[src/design/ils_pkg.sv]
// Shared types and codes for the indexed list store.
package ils_pkg;

   // Operation codes carried in req_tuser
   localparam logic [3:0] ACT_PUSH    = 4'd0;
   localparam logic [3:0] ACT_POP     = 4'd1;
   localparam logic [3:0] ACT_INSERT  = 4'd2;
   localparam logic [3:0] ACT_DELETE  = 4'd3;
   localparam logic [3:0] ACT_SWAP    = 4'd4;
   localparam logic [3:0] ACT_READ    = 4'd5;
   localparam logic [3:0] ACT_FIND    = 4'd6;
   localparam logic [3:0] ACT_DROP    = 4'd7;
   localparam logic [3:0] ACT_RESET   = 4'd8;
   localparam logic [3:0] ACT_CLEAR   = 4'd9;
   localparam logic [3:0] ACT_RESERVE = 4'd10;

   // Result status codes
   localparam logic [1:0] STAT_OK    = 2'd0;
   localparam logic [1:0] STAT_FULL  = 2'd1;
   localparam logic [1:0] STAT_EMPTY = 2'd2;

   localparam int unsigned WORD_W = 64;

   typedef enum logic [2:0] {
      CM_HOLD,
      CM_ROTATE,
      CM_INSERT,
      CM_DELETE,
      CM_CLEAR
   } cell_mode_type;

   // Broadcast control for every cell of the row
   typedef struct packed {
      cell_mode_type mode;
      logic          zero_head;
   } cell_ctl_type;

endpackage

[src/design/ils_cell.sv]
// One storage cell of the list row: holds a word, shifts or rotates with its neighbours.
module ils_cell import ils_pkg::*; #(
   parameter int unsigned IDX = 0,
   parameter int unsigned CW  = 7
) (
   input  logic              clock,
   input  logic              reset,
   input  cell_ctl_type      ctl,
   input  logic [CW-1:0]     slot,
   input  logic [CW-1:0]     lim,
   input  logic [WORD_W-1:0] item,
   input  logic [WORD_W-1:0] left_val,
   input  logic [WORD_W-1:0] right_val,
   output logic [WORD_W-1:0] entry
);

   localparam logic [CW-1:0] MY = CW'(IDX);

   logic [WORD_W-1:0] entry_ff;
   logic [WORD_W-1:0] entry_in;

   always_comb begin
      entry_in = entry_ff;
      case (ctl.mode)
         CM_ROTATE: begin
            entry_in = right_val;
         end
         CM_INSERT: begin
            if (MY == slot) begin
               entry_in = item;
            end else if (MY > slot && MY <= lim) begin
               entry_in = left_val;
            end
         end
         CM_DELETE: begin
            // close up the tail behind the removed slot
            if (MY >= slot && MY < lim) begin
               entry_in = right_val;
            end
         end
         CM_CLEAR: begin
            entry_in = '0;
         end
         default: begin
            entry_in = entry_ff;
         end
      endcase
      if (ctl.zero_head && IDX == 0) begin
         entry_in = '0;
      end
   end

   always_ff @(posedge clock) begin
      if (reset) begin
         entry_ff <= '0;
      end else begin
         entry_ff <= entry_in;
      end
   end

   assign entry = entry_ff;

endmodule

[config.mk]
export PLATFORM = sky130hd
export DESIGN_NAME = ils_cell
export DESIGN_NICKNAME = d
export VERILOG_FILES = /design/src/design/ils_pkg.sv /design/src/design/ils_cell.sv
export SDC_FILE = /design/constraint.sdc
export NUM_CORES = 1
export LEC_CHECK = 0
export BUFFER_PORTS_ARGS = -buffer_cell sky130_fd_sc_hd__buf_2
export CORE_MARGIN = 2
export CORE_UTILIZATION = 40
export DETAILED_ROUTE_END_ITERATION = 12
export PLACE_DENSITY_LB_ADDON = 0.25
export SLEW_MARGIN = 40
export SYNTH_ARGS = -nofsm -noshare
export SYNTH_HDL_FRONTEND = slang
export SYNTH_SLANG_ARGS = --single-unit
[constraint.sdc]
create_clock -name clock -period 1.8 [get_ports clock]
set_input_delay 0.09 -clock clock [delete_from_list [all_inputs] [get_ports clock]]
set_output_delay 0.09 -clock clock [all_outputs]
set_load 0.1 [all_outputs]
==> flow_summary.json <==
{
  "synth_area_leaders": "dfxtp_1 28%, a21o_1 11%, o221ai_1 10%",
  "cts_buffers": 9,
  "dieArea_mm2": 0.01218,
  "setup_tns_ps": 0,
  "synth_simple_gate_area_share_pct": 22.78,
  "num_io_pins": 276,
  "drtPass1Iterations": 5,
  "yosys_warnings": 0,
  "cts_resized": 0,
  "via_count": 5745,
  "finalCriticalPeriod_ps": 1505,
  "post_drt_wl_per_cell_um": 17.14,
  "hp-start": "right_val[32]",
  "grtUsageTotal_pct": 26.65,
  "largest_reg_flops": 64,
  "ys.flop_type": "dfxtp_1",
  "reg2reg_from": "entry[21]$_SDFFE_PP0P_",
  "start_util_pct": 41.38,
  "cp.required_ps": 2030,
  "die_h_um": 110.4,
  "diodes": 0,
  "synth-seq-cells": 64,
  "synth_xor_area_share_pct": 0.3871,
  "crit_start": "slot[2]",
  "drt_iter0_drc": 400,
  "nets": 1046,
  "yosysTopAreaCell": "dfxtp_1",
  "grt_overflow": 0,
  "rows": 38,
  "synthCells": 601,
  "grt_max_degree": 65,
  "crit_path_cell_trace": "buf_2, or4_4, a211oi_4, buf_4, o221ai_1, a31oi_1",
  "p_comb_share_pct": 29.5,
  "clock-root-buffer": "clkbuf_16",
  "synth_edf_count": 0,
  "fp.dieW_um": 110.4,
  "fin_worst_skew_ps": 0,
  "cellInternalPower_uw": 2950,
  "power.switching_uw": 1487,
  "cts_tree": "yes",
  "clkSlewWorstSetupHoldPaths_ps": 50,
  "fin_util_pct": 57.70,
  "clkLatencyLatePin_ps": 310,
  "synthDistinctLibCells": 25,
  "hp-class": "in -> reg",
  "slew_violations": 0,
  "post-cts-setup-buffers": 0,
  "p_leak_uw": 0.002816,
  "routed_via_density": 5.886,
  "core_mm2": 0.01094,
  "synth.top_cell.area_share_pct": 28.31,
  "areaGrowthSynthToFinish_pct": 39.42,
  "synth_top_family_by_area": "compound AO/OA/AOI/OAI gates",
  "rsz0062_at_grt": "no",
  "clockBufferDepth": 2,
  "status": "finished clean",
  "first_global_vias": 5419,
  "slew-limit-headroom_pct": 59.62,
  "slowest_stage": "or4_4",
  "clock_power_share_pct": 36.3,
  "synth_fa_ha_area_share_pct": 0,
  "cpPeakStageDelay_ps": 550,
  "power_frac_seq_pct": 34.2,
  "worst_pin_slew_ps": 597.3,
  "maxCapViolations": 0,
  "grt_pass1_wl_um": 25990,
  "drtAntennaViolNets": 0,
  "cp_max_fo": 22,
  "power_density_mw_per_mm2": 703.1,
  "numPortBuffers": 275,
  "finalHoldViolCount": 0,
  "hold_buffers": 0,
  "yosysMostFrequentCell": "nand2b_1",
  "drive_gt1_share_pct": 39.35,
  "cp.arrival_ps": 1740,
  "cts_sinks": 64,
  "end_kind": "flop",
  "cts-htree-levels": 3,
  "synthMuxAreaShare_pct": 0,
  "async_reset_ff_share_pct": 0,
  "crit_type": "in -> reg",
  "synth_area_mm2": 0.004526,
  "finalSetupViolCount": 0,
  "routed_wirelength_um": 16720,
  "drc": 0,
  "peakVddDrop_mv": 0.4289,
  "startpoint_type": "input pin",
  "total_power_uw": 4436,
  "dp_hpwl_um": 11910,
  "syn_avg_cell_area_um2": 7.530,
  "ys_seq_area_share_pct": 28.31,
  "antenna_found_initial": 0,
  "timing.final.crit_share_pct": 83.60,
  "fill_cells": 1022,
  "max_freq_ghz": 0.6645,
  "gp_congestion": 0.8379,
  "synth_fp_nets": 813,
  "synth_compound_gate_area_share_pct": 40.75,
  "swShare_pct": 33.51
}
routing by layer:
layer / up-vias / global-route usage, % / wire length [µm]
li1: 2729 / - / -
met3: 31 / 5.056 / 1182
met1: 2720 / 32.63 / 6725
met4: 0 / 7.768 / 324
met2: 265 / 47.37 / 8491
met5: - / 0 / 0
layout make-up:
class / count / area [µm²] / share of cell area (%)
multi-input combinational: 462 / 2935 / 46.52
timing repair buffer: 296 / 1634 / 25.90
sequential: 64 / 1281 / 20.31
clock buffer: 13 / 280.3 / 4.442
tap: 140 / 175.2 / 2.776
inverter: 1 / 3.754 / 0.05949
power groups by stage:
stage	sequential, µW	combinational [µW]	clock, µW
floorplan	1950	444	0
global placement	1540	1280	0
detailed placement	1550	1300	0
CTS	1520	1310	1640
global route	1530	1400	1720
finish	1520	1310	1610
cell usage in the layout (no fill, tap or decap), drive strengths merged:
master / count
nand2b: 65
clkbuf: 13
o21a: 1
xnor2: 1
nor4b: 1
o21ai: 64
a211oi: 1
a21o: 64
nor2: 2
buf: 296
or3: 2
nor3: 1
dfxtp: 64
inv: 1
or4: 1
xor2: 1
nor4: 2
nand2: 64
a31oi: 64
nand3: 64
o221ai: 64
path summary, 6_finish.rpt:
check | depth (start not counted) | endpoint | slack [ps]
setup / recovery | 6 | entry[58]$_SDFFE_PP0P_ | 300
hold / removal | 3 | entry[32]$_SDFFE_PP0P_ | 30
setup reg to reg | 3 | entry[21]$_SDFFE_PP0P_ | 920
hold reg to reg | 2 | entry[56]$_SDFFE_PP0P_ | 580
cells by family (layout without fill, tap and decap cells):
group	Yosys count	count (layout)
XOR/XNOR	2	2
AO/OA/AOI/OAI	258	258
AND/OR/NAND/NOR	202	202
buffers and inverters	75	310
flip-flops	64	64
worst max-delay path, delay by kind of cell:
family	cells	cell delay, ps
compound gates	3	650
simple gates	1	550
buf+inv	2	450
metrics by stage:
step	instance area (µm²)	hold WS, ps	instances	worst slack, ps
after floorplan	4526	244.0	601	143.4
after global placement	6030	354.8	963	33.49
after detailed placement	6030	357.2	963	-25.52
after CTS	6310	22.62	976	301.9
after global routing	6310	34.17	976	209.2
final	6310	34.75	976	295.2
(Power assumes the default switching activity.)
